**src/dfr_pkg.sv**
```systemverilog
// Shared types, constants and helpers for the delimited frame receiver.
package dfr_pkg;

  localparam int BUF_DEPTH = 32;
  localparam int ADDR_W    = (BUF_DEPTH > 1) ? $clog2(BUF_DEPTH) : 1;
  localparam int CNT_W     = $clog2(BUF_DEPTH + 1);

  localparam int BYTE_W = 8;
  localparam int IDX_W  = 5;
  localparam int LEN_W  = 6;
  localparam int REQ_W  = 2;

  localparam int IN_DATA_W  = 16;
  localparam int OUT_DATA_W = 32;
  localparam int CFG_ADDR_W = 3;
  localparam int CFG_DATA_W = 32;

  typedef enum logic [REQ_W-1:0] {
    REQ_BYTE = 2'd0,
    REQ_POLL = 2'd1,
    REQ_READ = 2'd2
  } req_t;

  typedef enum logic {
    REG_START_DELIM = 1'b0,
    REG_END_DELIM   = 1'b1
  } reg_idx_t;

  // Input request, lowest field in the lowest bits.
  typedef struct packed {
    logic [IDX_W-1:0]  read_index;
    logic [BYTE_W-1:0] rx_byte;
  } in_item_t;

  // Result, lowest field in the lowest bits.
  typedef struct packed {
    logic              overflow;
    logic [BYTE_W-1:0] read_byte;
    logic [LEN_W-1:0]  frame_length;
    logic              frame_ready;
    logic [BYTE_W-1:0] echo_byte;
    logic              echo_valid;
  } out_item_t;

  localparam int IN_ITEM_W  = $bits(in_item_t);
  localparam int OUT_ITEM_W = $bits(out_item_t);

  typedef struct packed {
    logic              en;
    logic [ADDR_W-1:0] addr;
    logic [BYTE_W-1:0] data;
  } buf_wr_t;

  function automatic logic [ADDR_W-1:0] idx_to_addr(input logic [IDX_W-1:0] idx);
    logic [IDX_W+ADDR_W-1:0] ext;
    ext = (IDX_W + ADDR_W)'(idx);
    return ext[ADDR_W-1:0];
  endfunction

  function automatic logic idx_in_range(input logic [IDX_W-1:0] idx);
    logic [IDX_W+ADDR_W-1:0] ext;
    ext = (IDX_W + ADDR_W)'(idx);
    return ext < (IDX_W + ADDR_W)'(BUF_DEPTH);
  endfunction

endpackage

```
**src/dfr_buffer.sv**
```systemverilog
// Frame buffer memory: one write port, one registered read port with write bypass.
module dfr_buffer (
  input  logic                                clk,
  input  dfr_pkg::buf_wr_t                    wr,
  input  logic                                rd_en,
  input  logic [dfr_pkg::ADDR_W-1:0]          rd_addr,
  output logic [dfr_pkg::BYTE_W-1:0]          rd_data
);

  logic [dfr_pkg::BYTE_W-1:0] mem [dfr_pkg::BUF_DEPTH];
  logic [dfr_pkg::BYTE_W-1:0] rd_data_r;

  always_ff @(posedge clk) begin
    if (wr.en) begin
      mem[wr.addr] <= wr.data;
    end
  end

  // Forward a write landing in the same cycle as the read.
  always_ff @(posedge clk) begin
    if (rd_en) begin
      if (wr.en && (wr.addr == rd_addr)) begin
        rd_data_r <= wr.data;
      end else begin
        rd_data_r <= mem[rd_addr];
      end
    end
  end

  assign rd_data = rd_data_r;

endmodule

```
**src/dfr_core.sv**
```systemverilog
// Frame capture state and per-request result logic.
module dfr_core (
  input  logic                         clk,
  input  logic                         rst_n,
  input  logic                         adv,
  input  dfr_pkg::req_t                req,
  input  dfr_pkg::in_item_t            item,
  input  logic [dfr_pkg::BYTE_W-1:0]   start_delim,
  input  logic [dfr_pkg::BYTE_W-1:0]   end_delim,
  input  logic [dfr_pkg::BYTE_W-1:0]   rd_data,
  output dfr_pkg::out_item_t           result,
  output dfr_pkg::buf_wr_t             wr
);

  logic                        capture_open_r, capture_open_nxt;
  logic [dfr_pkg::CNT_W-1:0]   write_count_r, write_count_nxt;
  logic                        frame_pending_r, frame_pending_nxt;
  logic [dfr_pkg::CNT_W-1:0]   latched_length_r, latched_length_nxt;

  logic                        open_now;
  logic                        has_room;
  logic [dfr_pkg::CNT_W-1:0]   count_after;

  always_comb begin
    capture_open_nxt   = capture_open_r;
    write_count_nxt    = write_count_r;
    frame_pending_nxt  = frame_pending_r;
    latched_length_nxt = latched_length_r;
    result             = '0;
    wr                 = '0;
    open_now           = capture_open_r || (item.rx_byte == start_delim);
    has_room           = write_count_r < dfr_pkg::CNT_W'(dfr_pkg::BUF_DEPTH);
    count_after        = write_count_r;

    unique case (req)
      dfr_pkg::REQ_BYTE: begin
        if (open_now) begin
          result.echo_valid = 1'b1;
          result.echo_byte  = item.rx_byte;
          if (has_room) begin
            wr.en       = 1'b1;
            wr.addr     = write_count_r[dfr_pkg::ADDR_W-1:0];
            wr.data     = item.rx_byte;
            count_after = write_count_r + dfr_pkg::CNT_W'(1);
          end else begin
            result.overflow = 1'b1;
          end
        end
        if (item.rx_byte == end_delim) begin
          frame_pending_nxt  = 1'b1;
          latched_length_nxt = count_after;
          write_count_nxt    = '0;
          capture_open_nxt   = 1'b0;
        end else begin
          write_count_nxt  = count_after;
          capture_open_nxt = open_now;
        end
      end
      dfr_pkg::REQ_POLL: begin
        if (frame_pending_r) begin
          result.frame_ready  = 1'b1;
          result.frame_length = dfr_pkg::LEN_W'(latched_length_r);
          frame_pending_nxt   = 1'b0;
          latched_length_nxt  = '0;
        end
      end
      dfr_pkg::REQ_READ: begin
        if (dfr_pkg::idx_in_range(item.read_index)) begin
          result.read_byte = rd_data;
        end
      end
      default: begin
        // unknown request: no change, all-zero result
      end
    endcase

    if (!adv) begin
      wr.en = 1'b0;
    end
  end

  always_ff @(posedge clk) begin
    if (!rst_n) begin
      capture_open_r   <= 1'b0;
      write_count_r    <= '0;
      frame_pending_r  <= 1'b0;
      latched_length_r <= '0;
    end else if (adv) begin
      capture_open_r   <= capture_open_nxt;
      write_count_r    <= write_count_nxt;
      frame_pending_r  <= frame_pending_nxt;
      latched_length_r <= latched_length_nxt;
    end
  end

endmodule

```
**src/delimited_frame_receiver.sv**
```systemverilog
// Delimited frame receiver: one request per cycle, passing from input to result through
// the input register, then the result register, with the frame buffer written once and
// read once per cycle through its single write port and registered read port; both
// stages hold under output backpressure and a new request enters whenever the input
// register moves on. Requests are received bytes, status polls and buffer reads;
// delimiters are set through the register port and reset to 0x02 (start) and 0x03 (end).
module delimited_frame_receiver (
  input  logic                               clk,
  input  logic                               rst_n,
  // Request channel
  input  logic                               in_tvalid,
  output logic                               in_tready,
  input  logic [dfr_pkg::IN_DATA_W-1:0]      in_tdata,  // rx_byte[7:0], read_index[12:8], 0
  input  logic [dfr_pkg::REQ_W-1:0]          in_tuser,  // req_type[1:0]
  // Result channel
  output logic                               out_tvalid,
  input  logic                               out_tready,
  // echo_valid[0], echo_byte[8:1], frame_ready[9], frame_length[15:10],
  // read_byte[23:16], overflow[24], 0
  output logic [dfr_pkg::OUT_DATA_W-1:0]     out_tdata,
  // Register port
  input  logic                               cfg_psel,
  input  logic                               cfg_penable,
  input  logic                               cfg_pwrite,
  input  logic [dfr_pkg::CFG_ADDR_W-1:0]     cfg_paddr,
  input  logic [dfr_pkg::CFG_DATA_W-1:0]     cfg_pwdata,
  output logic [dfr_pkg::CFG_DATA_W-1:0]     cfg_prdata,
  output logic                               cfg_pready
);

  logic [dfr_pkg::BYTE_W-1:0] start_delim_r;
  logic [dfr_pkg::BYTE_W-1:0] end_delim_r;
  logic                       cfg_wr;
  dfr_pkg::reg_idx_t          cfg_reg;

  logic                       s1_valid_r;
  dfr_pkg::req_t              s1_req_r;
  dfr_pkg::in_item_t          s1_item_r;
  logic                       s1_adv;
  logic                       in_accept;
  dfr_pkg::in_item_t          in_item;

  logic                       out_valid_r;
  dfr_pkg::out_item_t         out_item_r;
  dfr_pkg::out_item_t         result;

  dfr_pkg::buf_wr_t           buf_wr;
  logic [dfr_pkg::BYTE_W-1:0] buf_rd_data;

  // Register port
  assign cfg_pready = 1'b1;
  assign cfg_wr     = cfg_psel && cfg_penable && cfg_pwrite && cfg_pready;
  assign cfg_reg    = dfr_pkg::reg_idx_t'(cfg_paddr[2]);

  always_ff @(posedge clk) begin
    if (!rst_n) begin
      start_delim_r <= 8'd2;
      end_delim_r   <= 8'd3;
    end else if (cfg_wr) begin
      unique case (cfg_reg)
        dfr_pkg::REG_START_DELIM: start_delim_r <= cfg_pwdata[dfr_pkg::BYTE_W-1:0];
        dfr_pkg::REG_END_DELIM:   end_delim_r   <= cfg_pwdata[dfr_pkg::BYTE_W-1:0];
        default: ;
      endcase
    end
  end

  always_comb begin
    unique case (cfg_reg)
      dfr_pkg::REG_START_DELIM: cfg_prdata = dfr_pkg::CFG_DATA_W'(start_delim_r);
      dfr_pkg::REG_END_DELIM:   cfg_prdata = dfr_pkg::CFG_DATA_W'(end_delim_r);
      default:                  cfg_prdata = '0;
    endcase
  end

  // Input register
  assign in_item   = dfr_pkg::in_item_t'(in_tdata[dfr_pkg::IN_ITEM_W-1:0]);
  assign s1_adv    = s1_valid_r && (!out_valid_r || out_tready);
  assign in_tready = !s1_valid_r || s1_adv;
  assign in_accept = in_tvalid && in_tready;

  always_ff @(posedge clk) begin
    if (!rst_n) begin
      s1_valid_r <= 1'b0;
    end else if (in_tready) begin
      s1_valid_r <= in_tvalid;
    end
  end

  always_ff @(posedge clk) begin
    if (in_accept) begin
      s1_req_r  <= dfr_pkg::req_t'(in_tuser);
      s1_item_r <= in_item;
    end
  end

  dfr_buffer u_buffer (
    .clk     (clk),
    .wr      (buf_wr),
    .rd_en   (in_accept),
    .rd_addr (dfr_pkg::idx_to_addr(in_item.read_index)),
    .rd_data (buf_rd_data)
  );

  dfr_core u_core (
    .clk         (clk),
    .rst_n       (rst_n),
    .adv         (s1_adv),
    .req         (s1_req_r),
    .item        (s1_item_r),
    .start_delim (start_delim_r),
    .end_delim   (end_delim_r),
    .rd_data     (buf_rd_data),
    .result      (result),
    .wr          (buf_wr)
  );

  // Result register
  always_ff @(posedge clk) begin
    if (!rst_n) begin
      out_valid_r <= 1'b0;
    end else if (s1_adv) begin
      out_valid_r <= 1'b1;
    end else if (out_tready) begin
      out_valid_r <= 1'b0;
    end
  end

  always_ff @(posedge clk) begin
    if (s1_adv) begin
      out_item_r <= result;
    end
  end

  assign out_tvalid = out_valid_r;
  assign out_tdata  = dfr_pkg::OUT_DATA_W'(out_item_r);

endmodule

```
**config.mk**
```make
export PLATFORM = sky130hd
export DESIGN_NAME = delimited_frame_receiver
export DESIGN_NICKNAME = d
export VERILOG_FILES = /design/src/dfr_pkg.sv /design/src/dfr_buffer.sv /design/src/dfr_core.sv /design/src/delimited_frame_receiver.sv
export SDC_FILE = /design/constraint.sdc
export NUM_CORES = 1
export LEC_CHECK = 0
export ABC_CLOCK_PERIOD_IN_PS = 2900
export BUFFER_PORTS_ARGS = -buffer_cell sky130_fd_sc_hd__clkbuf_2
export CORE_ASPECT_RATIO = 1.1
export CORE_UTILIZATION = 55
export CTS_BUF_LIST = sky130_fd_sc_hd__clkbuf_4 sky130_fd_sc_hd__clkbuf_8
export DETAILED_ROUTE_END_ITERATION = 10
export PLACE_DENSITY = 0.71
export SETUP_SLACK_MARGIN = 0.5
export SKIP_CTS_REPAIR_TIMING = 1
export SYNTH_ARGS = -nofsm -noshare
export SYNTH_HDL_FRONTEND = slang
export SYNTH_SLANG_ARGS = --single-unit
```
**constraint.sdc**
```tcl
create_clock -name clk -period 2.9 [get_ports clk]
set_input_delay 0.58 -clock clk [delete_from_list [all_inputs] [get_ports clk]]
set_output_delay 0.58 -clock clk [all_outputs]
set_load 0.1 [all_outputs]
```
# Yosys cells after proc, flatten, opt, wreduce, memory -nomap -nowiden
# Memories as Yosys holds them, arrays and structs flattened. A register that Yosys moved wholly into a read port is not among the register bits.
# Cells that the tools add are included.
[totals] out_inout_bits=67 mem_bits_rw=256 elab_cells=66 latch_bits=0 memories=1 mem_bits_ro=0 register_bits=67
[op_classes] n_mul=0 bitwise_logic=1 n_reduce_logical=19 div=0 order_cmp=1 n_addsub=1 shifts=0 n_mux=21 eq_ne=6
[memory_table] name="u_buffer.mem" depth=32 width=8 rd=1 rd_clocked_by_memory_dff=1 write_ports=1 line_no="dfr_buffer.sv:10" text="logic [dfr_pkg::BYTE_W-1:0] mem [dfr_pkg::BUF_DEPTH];"
[ops] operator="$pmux 32 s2" count=1
[ops] operator="$mux 14" count=3
[ops] operator="$mux 6" count=5
[ops] operator="$eq 8x8->1" count=2
[ops] operator="$pmux 6 s2" count=1
[ops] operator="$mux 1" count=10
[ops] operator="$reduce_and 2->1" count=5
[ops] operator="$add 6x1->6 const B" count=1
[ops] operator="$lt 6x6->1 const B" count=1
[ops] operator="$logic_and 1x1->1" count=4
[ops] operator="$ne 2x1->1 const B" count=2
[ops] operator="$reduce_and 4->1" count=1
[ops] operator="$reduce_bool 2->1" count=2
[ops] operator="$logic_or 1x1->1" count=3
[ops] operator="$reduce_and 3->1" count=1
[ops] operator="$eq 2x1->1 const B" count=1
[ops] operator="$eq 2x2->1 const B" count=1
[ops] operator="$logic_not 1->1" count=2
[ops] operator="$logic_not 2->1" count=1
[ops] operator="$pmux 1 s2" count=1
[ops] operator="$not 1->1" count=1

# Logic depth before layout (Yosys ltp)
# Gate-level depths: netlist (run 1).
[depth] word_depth=7 ltp_mapped=9 ltp_nobuf=8

# Hierarchy
# A second synthesis (run 1) with hierarchy kept.
[hier_totals] cells_unflattened=841 area_unflattened_um2=14217.4
[modules_own_cells] module="dfr_buffer" area_per_inst_um2=10749.1 cells_each=539 instances=1 seq_area_each_um2=7927.6
[modules_own_cells] module="delimited_frame_receiver" area_per_inst_um2=2269.7 cells_each=155 instances=1 seq_area_each_um2=1561.5
[modules_own_cells] module="dfr_core" area_per_inst_um2=1198.6 cells_each=147 instances=1 seq_area_each_um2=280.3

# Least setup slack after synthesis (run 1)
# OpenSTA, ideal clock, no wires.
[synth_path] path_type="register to register" start="register out_valid_r, in the netlist out_tvalid" end="memory u_buffer.mem[11][0] in the netlist's numbering (enable)" arrival_ps=2522 path_stages_with_launch=6 setup_time_ps=371 synth_period_minus_slack_ps=2893 slack_ps=7 cell_sequence="dfxtp_1 -> nor2b_1 -> nand2b_1 -> inv_1 -> nand4_1 -> nor2_1"
[synth_via] elab_chain_cells=6
[synth_rtl] item="start: declaration" line_no="delimited_frame_receiver.sv:43" text="logic out_valid_r;"
[synth_rtl] item="start signal: assignment" line_no="delimited_frame_receiver.sv:121" text="out_valid_r <= 1'b0;"
[synth_rtl] item="start signal: assignment" line_no="delimited_frame_receiver.sv:123" text="out_valid_r <= 1'b1;"
[synth_rtl] item="start signal: assignment" line_no="delimited_frame_receiver.sv:125" text="out_valid_r <= 1'b0;"
[synth_rtl] item="$logic_not 1->1" line_no="delimited_frame_receiver.sv:78" text="assign s1_adv = s1_valid_r && (!out_valid_r || out_tready);"
[synth_rtl] item="$logic_or 1x1->1" line_no="delimited_frame_receiver.sv:78"
[synth_rtl] item="$logic_and 1x1->1" line_no="delimited_frame_receiver.sv:78"
[synth_rtl] item="via s1_adv" line_no="delimited_frame_receiver.sv:39" text="logic s1_adv;"
[synth_rtl] item="$mux 1" line_no="dfr_core.sv:77" text="if (!adv) begin"
[synth_rtl] item="$mux 1" line_no="dfr_buffer.sv:14" text="if (wr.en) begin"
[synth_rtl] item="$mux 1 (implied by the code)" line_no="dfr_buffer.sv:15" text="mem[wr.addr] <= wr.data;"
[synth_rtl] item="end: declaration" line_no="dfr_buffer.sv:10"
# The timed path passes the listed nets, and every way through them passes these cells.

# Final worst setup path (run 1)
[layout_path] start="register s1_item_r[4] in the netlist's numbering" end="memory u_buffer.mem[10][3] in the netlist's numbering (enable)"
[layout_via] elab_chain_cells=7
[layout_rtl] item="start: declaration" line_no="delimited_frame_receiver.sv:38" text="dfr_pkg::in_item_t s1_item_r;"
[layout_rtl] item="start signal: assignment" line_no="delimited_frame_receiver.sv:93" text="s1_item_r <= in_item;"
[layout_rtl] item="$eq 8x8->1 *" line_no="dfr_core.sv:31" text="open_now = capture_open_r || (item.rx_byte == start_delim);"
[layout_rtl] item="$logic_or 1x1->1 *" line_no="dfr_core.sv:31"
[layout_rtl] item="$mux 14 *" line_no="dfr_core.sv:37" text="if (open_now) begin"
[layout_rtl] item="$mux 14 *" line_no="dfr_core.sv:35" text="unique case (req)"
[layout_rtl] item="$mux 1" line_no="dfr_core.sv:77"
[layout_rtl] item="$mux 1" line_no="dfr_buffer.sv:14"
[layout_rtl] item="$mux 1 (implied by the code)" line_no="dfr_buffer.sv:15"
# Every way passes the cells marked *; elsewhere a longest branch is shown, timed or not.

==> summary.md, run 1 <==
| Metric | Value |
|---|---|
| Slew Viols, Final | `0` |
| DRT antenna net count | `0` |
| Cell taking the most area after synthesis | `edfxtp_1` |
| Netlist cell types | `51` |
| Most used cell along the critical path | `nor4_4` |
| Die Y | `166 um` |
| Die ar. | `25100 sq um` |
| Worst slew pin tran | `0.641 ns` |
| Pleak | `0.00600 uW` |
| Post-synth ARST share | `0%` |
| First-pass GRT wire length | `42000 um` |
| CTS Root Cell | `clkbuf_8` |
| ANT cells | `0` |
| Vias/cell | `5.74` |
| Yosys Warn Count | `0` |
| WHS | `0.185 ns` |
| Synthesized area | `13500 sq um` |
| Routability cong. | `0.918` |
| Fin area | `16000 sq um` |
| #FFs+latches synth | `331` |
| Synth top cells by count | `edfxtp_1 (299), mux4_2 (64), nor2_1 (49)` |
| CP arrival | `2.86 ns` |
| DRT Pass-1 Iters | `5` |
| Register area share after synthesis | `71.4%` |
| Min-Delay Path Class | `in -> reg` |
| Via count | `7447` |
| Final setup fails | `0` |
| TritonCTS clock tree | `yes` |
| PwrDens | `603 nW/um^2` |
| Fin Clk Skew | `0.0167 ns` |
| Nets | `1013` |
| Crit Path Category | `reg -> reg` |
| Initial DRC count | `431` |
| Area contributors post-synth | `edfxtp_1 (67%), mux4_2 (11%), dfxtp_1 (4.8%)` |
| Dpl hpwl | `18600 um` |
| Vias in the first global route | `7438` |
| Fin. Hold Viols | `0` |
| CP Launch Type | `flop` |
| Overall Global Routing Usage | `22.6%` |
| Clk_lat worst skew | `0.57 ns` |
| Gr ovfl total | `0` |
| CP endpoint kind | `flop` |
| Final TNS setup | `0 ns` |
| WP data required | `3.17 ns` |
| Initial core utilization | `56.5%` |
| CP peak stage delay | `0.43 ns` |
| VDD IR-drop max | `0.384 mV` |
| CP max-delay cell | `edfxtp_1` |
| Filler instances | `1605` |
| Relative slew slack | `57.0%` |
| Status | `finished clean` |
| Rows | `59` |
| CP delay by family, top | `simple AND/OR/NAND/NOR gates` |
| Mapped Cells | `779` |
| Wire length per cell | `21.7 um` |
| RSZ-0062 raised after global routing | `true` |
| Main flop type after synthesis | `edfxtp_1` |
| Fin crit period | `2.59 ns` |
| Fraction of layout cells with a size suffix above 1 | `35.3%` |
| Max Cap Viol | `0` |
| Top cell type's share of synthesized area | `66.7%` |
| Clk slew on worst S/H paths | `0.06 ns` |
| CP Max Fanout | `8` |
| Drt drc | `0` |
| EDFF count, synth | `299` |
| Peak Freq | `0.387 GHz` |
| Core area | `23800 sq um` |
| CTS buffer count | `51` |
| Clk buf depth | `3` |
| Clock sinks | `331` |
| Worst-path cell chain | `xor2_1, nor4_4, a21oi_4, nor4_4, buf_4, nand4b_1, nor2_1, buf_6` |
| Largest net degree at the start of global routing | `34` |
| H-tree depth | `2` |
| Boundary Pins | `127` |
| WP buf/inv | `2` |
| Port bufs | `65` |
| WL final | `28200 um` |
| Area of placed instances | `14500 sq um` |
| Mean Syn Cell Area | `17.3 sq um` |
| Top-count cell post-synth | `edfxtp_1` |
| Die X-Extent | `151 um` |
| Fin crit share | `89.2%` |
| Antenna violations before repair | `0` |
| P&R area growth vs syn | `18.6%` |
-- routing by layer --
metal / wire length (um) / GRT usage (%)
met5: 0 / 0
met4: 1070 / 9.04
met3: 1540 / 3.74
met2: 14000 / 37.4
met1: 11600 / 29.8
-- metrics by stage --
step	total power [uW]	utilization, %	cells	worst slack (ns)
4_1_cts	9700	65.1	1281	0.0641
3_5_place_dp	6000	60.9	1186	0.0999
2_1_floorplan	5900	-	809	0.466
5_1_grt	9950	67.0	1298	0.242
3_3_place_gp	6000	60.9	1186	0.127
6_report	9640	67.0	1298	0.314
-- sequential cells by signal (all words and copies together) (netlist names) --
register,count
u_buffer.mem,256
out_tdata,25
end_delim_r,8
s1_item_r,8
start_delim_r,8
u_buffer.rd_data,8
u_core.latched_length_r,6
u_core.write_count_r,6
s1_req_r,2
out_tvalid,1
s1_valid_r,1
u_core.capture_open_r,1
u_core.frame_pending_r,1
-- power by group --
part	switching, uW	internal (uW)
logic	542	174
clock network	1700	2020
registers	21.7	5180
total	2260	7380
-- final timing paths --
kind,cells past startpoint,startpoint,slack [ns],to
min reg2reg,1,u_core.latched_length_r[5],0.46,u_core.latched_length_r[5]
max reg2reg,8,s1_item_r[4],0.31,u_buffer.mem[10][3]
min,1,in_tdata[2],0.19,s1_item_r[2]
max,8,s1_item_r[4],0.31,u_buffer.mem[10][3]
-- layout make-up --
class	count	area, sq um	area share [%]
Multi-Input combinational cell	407	3660	22.9
Clock buffer	77	916	5.73
Inverter	7	30.0	0.188
Tap cell	305	382	2.39
Timing Repair Buffer	153	1280	8.01
Sequential cell	331	9620	60.3
Clock inverter	18	85.1	0.533
-- kinds of logic (layout without fill, tap and decap cells) --
group	count (synthesis)	after routing	share of synthesized area (%)
buf+inv	71	255	3.11
fa+ha+maj	2	2	0.186
simple gates	191	191	7.41
flops	331	331	71.4
xor+xnor	20	20	1.30
compound gates	64	64	3.12
mux	98	98	13.4
other cells	2	32	0.0558
-- layout by cell type, fill, tap and decap left out, drive strengths merged, types with 17 or more instances in the layout --
cell type  instances
edfxtp           299
clkbuf           142
buf               88
mux4              64
nor2              50
nand2             44
conb              32
dfxtp             32
and2              31
mux2i             19
a21oi             19
clkinv            17
No activity file was read; power rests on OpenSTA's default activity.
==> run 2: changes to the inputs <==
--- a/config.mk
+++ b/config.mk
@@ -5,6 +5,7 @@
 export SDC_FILE = /design/constraint.sdc
 export NUM_CORES = 1
 export LEC_CHECK = 0
+export ABC_AREA = 1
 export ABC_CLOCK_PERIOD_IN_PS = 2900
 export BUFFER_PORTS_ARGS = -buffer_cell sky130_fd_sc_hd__clkbuf_2
 export CORE_ASPECT_RATIO = 1.1
@@ -17,3 +18,4 @@
 export SYNTH_ARGS = -nofsm -noshare
 export SYNTH_HDL_FRONTEND = slang
 export SYNTH_SLANG_ARGS = --single-unit
+export TNS_END_PERCENT = 10
==> run 2 against run 1 <==
- sequential power about the same
- cell count increased by 28%
- critical path type unchanged
- critical endpoint is now u_buffer.mem[7][2]
- global-route usage increased by 1.9 points
- hold slack got worse by 0.0075 ns
- die area increased by 3.1%
- worst setup slack improved by 0.27 ns
- clock-buffer cell count decreased by 2
- clock power about the same
==> summary.md, run 2 <==
| Metric | Value |
|---|---|
| Pleak | `0.00528 uW` |
| CP peak stage delay | `0.44 ns` |
| Largest net degree at the start of global routing | `81` |
| WL final | `31100 um` |
| Mean Syn Cell Area | `11.7 sq um` |
| Wire length per cell | `18.8 um` |
| P_sw | `2360 uW` |
| Max reg flops | `256` |
| Leading cell type in the layout, fill and taps excluded | `edfxtp_1` |
| P_int | `7330 uW` |
| Cell taking the most area after synthesis | `edfxtp_1` |
| Setup ws final | `0.587 ns` |
| Clock share of power | `38.2%` |
| Clock sinks | `331` |
| Post-synth ARST share | `0%` |
| WP buf/inv | `1` |
| Die X-Extent | `154 um` |
| ANT cells | `0` |
| Min-Delay Path Class | `in -> reg` |
| Worst-path cell chain | `xnor2_1, nand2_1, nor2_2, nand2_2, nand2_8, nand3_4, nor2_4, nand2_4, nor2_1, buf_4` |
| Initial DRC count | `915` |
| Rows | `60` |
| Final TNS setup | `0 ns` |
| Antenna violations before repair | `0` |
| RSZ-0062 raised after global routing | `true` |
| Combinational Power Share | `8.0%` |
| CTS buffer count | `51` |
| Main flop type after synthesis | `edfxtp_1` |
| Power, Total | `9690 uW` |
| Initial core utilization | `56.4%` |
| Via count | `9380` |
| Die Y | `169 um` |
| EDFF count, synth | `299` |
| CP Max Fanout | `14` |
| CP max-delay cell | `edfxtp_1` |
| Status | `finished clean` |
| Netlist cell types | `40` |
| DRT Pass-1 Iters | `6` |
| Top-count cell post-synth | `edfxtp_1` |
| Synthesized area | `13900 sq um` |
| Fin crit share | `79.8%` |
| Yosys Warn Count | `0` |
| Vias in the first global route | `8790` |
| CP delay by family, top | `simple AND/OR/NAND/NOR gates` |
| Fin area | `15900 sq um` |
| TritonCTS clock tree | `yes` |
| CP Launch Type | `flop` |
| First-pass GRT wire length | `48700 um` |
| DRT antenna net count | `0` |
| Fin Clk Skew | `0.0241 ns` |
| Gr ovfl total | `0` |
| CP endpoint kind | `flop` |
| #FFs+latches synth | `331` |
| Port bufs | `65` |
| Final setup fails | `0` |
| Most frequent cells in the layout | `edfxtp_1 (299), nor2_1 (222), o21ai_0 (163)` |
| Boundary Pins | `127` |
| CP arrival | `2.59 ns` |
| Area contributors post-synth | `edfxtp_1 (65%), nor2_1 (6.2%), o21ai_0 (6.0%)` |
| CTS Root Cell | `clkbuf_8` |
| Relative slew slack | `55.6%` |
| Nets | `1375` |
| Slew Viols, Final | `0` |
| P&R area growth vs syn | `14.6%` |
| Mapped Cells | `1188` |
| Reg with most FFs | `u_buffer.mem` |
| Peak Freq | `0.432 GHz` |
| Vias/cell | `5.66` |
| Max Cap Viol | `0` |
| Die ar. | `25900 sq um` |
| Routability cong. | `0.918` |
| Fraction of layout cells with a size suffix above 1 | `19.3%` |
| Area of placed instances | `14800 sq um` |
| Core area | `24600 sq um` |
| Clk buf depth | `3` |
| Sw Ratio | `24.4%` |
| Drt drc | `0` |
| WP data required | `3.17 ns` |
| VDD IR-drop max | `0.358 mV` |
| PwrDens | `609 nW/um^2` |
| H-tree depth | `2` |
| Top cell type's share of synthesized area | `64.6%` |
| Register area share after synthesis | `69.2%` |
| Fin. Hold Viols | `0` |
| Worst slew pin tran | `0.665 ns` |
| Clk_lat worst skew | `0.58 ns` |
| Sequential Power Share | `53.7%` |
| Setup WS pre-CTS | `0.268 ns` |
| Fin crit period | `2.31 ns` |
| Overall Global Routing Usage | `24.5%` |
| Crit Path Category | `reg -> reg` |
| Clk slew on worst S/H paths | `0.06 ns` |
| Synth top cells by count | `edfxtp_1 (299), nor2_1 (231), o21ai_0 (166)` |
| Dpl hpwl | `19400 um` |
[run 2: kinds of logic after synthesis]
group | Yosys count | share of synthesized area [%]
other | 2 | 0.0541
buffers and inverters | 148 | 5.27
and+or+nand+nor | 399 | 12.2
xor gates and xnor gates | 16 | 1.14
DFF | 331 | 69.2
adders and majority gates | 2 | 0.180
AOI/OAI and AO/OA | 290 | 11.9
[run 2: per-layer routing]
layer	track usage, %	routed length [um]	share of wire, %	vias to the layer above
met2	39.8	14600	47	412
met5	0	0	0	-
li1	-	-	-	4441
met1	33.1	13000	42	4448
met4	9.43	1050	3.4	0
met3	4.20	2430	7.8	79
[run 2: per-stage QoR]
stage	cells	utilization (%)	hold slack, ns
after global placement	1566	60.1	0.451
final	1658	64.7	0.178
after detailed placement	1566	60.1	0.460
after CTS	1654	64.1	0.152
after global routing	1658	64.7	0.154
after floorplan	1218	-	0.441
[run 2: layout make-up]
cell class | count | area, sq um
sequential | 331 | 9620
fill | 1837 | 8700
multi-input combinational | 739 | 3770
timing repair buffer | 133 | 953
clock buffer | 75 | 913
tap | 310 | 388
inverter | 57 | 215
clock inverter | 13 | 62.6
[run 2: power by group through the flow]
stage          Combinational [uW]  Clock, uW  Sequential [uW]
2_1_floorplan                 529          0             5420
3_3_place_gp                  762          0             5300
3_5_place_dp                  773          0             5310
4_1_cts                       775       3770             5210
5_1_grt                       828       3950             5210
6_report                      780       3710             5210
[run 2: worst register-to-register path: stages (launching register included)]
cell and delay (ns):
edfxtp_1 0.44, xnor2_1 0.20, nand2_1 0.09, nor2_2 0.10, nand2_2 0.10, nand2_8 0.16, nand3_4 0.16, nor2_4 0.20
nand2_4 0.17, nor2_1 0.17, buf_4 0.20
[run 2: final timing paths]
kind,endpoint,slack [ns],cells after the start,startpoint
min reg2reg,u_core.latched_length_r[5],0.47,2,u_core.latched_length_r[5]
max reg2reg,u_buffer.mem[7][2],0.59,10,s1_item_r[7]
min,s1_item_r[1],0.18,1,in_tdata[1]
max,u_buffer.mem[7][2],0.59,10,s1_item_r[7]
==> run 3: changes to the inputs <==
--- a/config.mk
+++ b/config.mk
@@ -6,13 +6,13 @@
 export NUM_CORES = 1
 export LEC_CHECK = 0
 export ABC_AREA = 1
-export ABC_CLOCK_PERIOD_IN_PS = 2900
+export ABC_CLOCK_PERIOD_IN_PS = 2000
 export BUFFER_PORTS_ARGS = -buffer_cell sky130_fd_sc_hd__clkbuf_2
 export CORE_ASPECT_RATIO = 1.1
 export CORE_UTILIZATION = 55
 export CTS_BUF_LIST = sky130_fd_sc_hd__clkbuf_4 sky130_fd_sc_hd__clkbuf_8
 export DETAILED_ROUTE_END_ITERATION = 10
-export PLACE_DENSITY = 0.71
+export PLACE_DENSITY = 0.74
 export SETUP_SLACK_MARGIN = 0.5
 export SKIP_CTS_REPAIR_TIMING = 1
 export SYNTH_ARGS = -nofsm -noshare
==> constraint.sdc (replaced) <==
create_clock -name clk -period 2 [get_ports clk]
set_input_delay 0.4 -clock clk [delete_from_list [all_inputs] [get_ports clk]]
set_output_delay 0.4 -clock clk [all_outputs]
set_load 0.1 [all_outputs]
==> run 3 against run 2 <==
- the flow now finishes with violations (setup timing)
- clock power is 47% higher
- sequential share of layout area is 5.8 points lower
- first-iteration DRC count is 11% lower
- cell count is 5.2% higher
- via count is 7.4% higher
- non-clock buffer count is 87 higher
==> summary.md, run 3 (synthesized netlist as in run 2, its figures left out) <==
| Metric | Value |
|---|---|
| Status | `complete, but fails checks` |
| Setup ws final | `-0.298 ns` |
| Worst slew pin tran | `0.564 ns` |
| CTS buffer count | `51` |
| Wire length per cell | `20.1 um` |
| PwrDens | `816 nW/um^2` |
| Fin Clk Skew | `0.0275 ns` |
| WL final | `35000 um` |
| Core area | `24600 sq um` |
| Boundary Pins | `127` |
| Fin. Hold Viols | `0` |
| CTS Root Cell | `clkbuf_8` |
| Overall Global Routing Usage | `26.2%` |
| Initial core utilization | `56.4%` |
| RSZ-0062 raised after global routing | `true` |
| WP buf/inv | `2` |
| Vias/cell | `5.78` |
| Hold_sp | `in_tdata[6]` |
| CP endpoint kind | `flop` |
| Failing checks | `setup timing` |
| Vias in the first global route | `9629` |
| Fin crit share | `115%` |
| Hold path depth | `1` |
| Via count | `10100` |
| Port bufs | `65` |
| Die ar. | `25900 sq um` |
| CP delay by family, top | `simple AND/OR/NAND/NOR gates` |
| Clock sinks | `331` |
| Reg-to-Reg Start | `s1_item_r[7]` |
| Most frequent cells in the layout | `edfxtp_1 (299), nor2_1 (205), o21ai_0 (159)` |
| Crit Path Category | `reg -> reg` |
| CP peak stage delay | `0.44 ns` |
| Clk slew on worst S/H paths | `0.06 ns` |
| CP arrival | `2.57 ns` |
| TritonCTS clock tree | `yes` |
| Max reg flops | `256` |
| Rows | `60` |
| ANT cells | `0` |
| Power, Total | `14400 uW` |
| Gr ovfl total | `0` |
| Placed Cells incl. Taps | `1649` |
| Number of cells on the critical path | `11` |
| WP data required | `2.27 ns` |
| Max Cap Viol | `0` |
| Drt drc | `0` |
| R2R depth | `11` |
| Final TNS setup | `-58.85 ns` |
| Min-Delay Path Class | `in -> reg` |
| CP max-delay cell | `edfxtp_1` |
| Finished Layout Cells | `1744` |
| Relative slew slack | `62.5%` |
| Setup WS pre-CTS | `-0.286 ns` |
| CP Launch Type | `flop` |
| Leading cell type in the layout, fill and taps excluded | `edfxtp_1` |
| Util after Layout | `71.7%` |
| Nets | `1462` |
| Fin crit period | `2.30 ns` |
| VDD IR-drop max | `0.668 mV` |
| Hold EP | `s1_item_r[6]` |
| Reg2reg end | `u_buffer.mem[1][2]` |
| Peak Freq | `0.435 GHz` |
| R2R setup slack | `-0.30 ns` |
| Final setup fails | `308` |
| First-pass GRT wire length | `51800 um` |
| DRT antenna net count | `0` |
| Fraction of layout cells with a size suffix above 1 | `28.0%` |
| Pleak | `0.00593 uW` |
| Dpl hpwl | `22300 um` |
| DRT Pass-1 Iters | `5` |
| Clk_lat worst skew | `0.58 ns` |
| Initial DRC count | `818` |
| Slew Viols, Final | `0` |
| Antenna violations before repair | `0` |
| Largest net degree at the start of global routing | `50` |
| Worst-path cell chain | `xnor2_2, nand2_1, nor2_2, nand2_2, nand2_4, nand3_2, nor2_4, nand2_1, buf_4, nor2_1, buf_4` |
| P&R area growth vs syn | `27.1%` |
| Die Y | `169 um` |
| Die X-Extent | `154 um` |
| CP Max Fanout | `8` |
| Routability cong. | `0.934` |
| Reg with most FFs | `u_buffer.mem` |
| Clk buf depth | `3` |
| H-tree depth | `2` |
==> run 3: worst max-delay path by stage <==
stage / start / to / slack (ns)
global route: s1_item_r[7] / u_buffer.rd_data[5] / -0.37
global placement: s1_item_r[5] / u_buffer.mem[17][7] / -0.23
detailed placement: s1_item_r[4] / u_buffer.mem[19][1] / -0.29
floorplan: s1_item_r[0] / u_buffer.rd_data[7] / -0.25
CTS: s1_item_r[4] / u_buffer.mem[19][5] / -0.34
finish: s1_item_r[7] / u_buffer.mem[1][2] / -0.30
==> run 3: worst reg2reg max path: cells and delay by family, from the launching register on <==
family	cells	cell delay, ns
XOR/XNOR	1	0.19
buffers and inverters	2	0.38
flip-flops	1	0.44
AND/OR/NAND/NOR	8	0.99
==> run 3: power breakdown <==
part / switching [uW] / internal [uW] / total, uW
registers: 45.4 / 7510 / 7560
logic: 997 / 378 / 1370
clock network: 2520 / 2950 / 5470
==> run 3: through the flow <==
stage / hold WS, ns / area (sq um)
2_1_floorplan: 0.441 / 14200
3_3_place_gp: 0.454 / 16000
3_5_place_dp: 0.458 / 16000
4_1_cts: -0.0405 / 17000
5_1_grt: 0.00156 / 17700
6_report: 0.0196 / 17700
==> run 3: per-layer routing <==
metal | vias up | global-route usage (%) | part of all wire [%]
li1 | 4617 | - | -
met1 | 4850 | 34.7 | 39
met2 | 525 | 42.7 | 50
met3 | 82 | 4.20 | 7.1
met4 | 0 | 12.2 | 3.5
met5 | - | 0 | 0
==> run 3: area by class of cell <==
cell class	instances	area (sq um)
inverter	57	223
timing repair buffer	220	2380
tap	310	388
fill	1583	6970
clock buffer	66	827
clock inverter	21	153
multi-input combinational	739	4050
sequential	331	9640
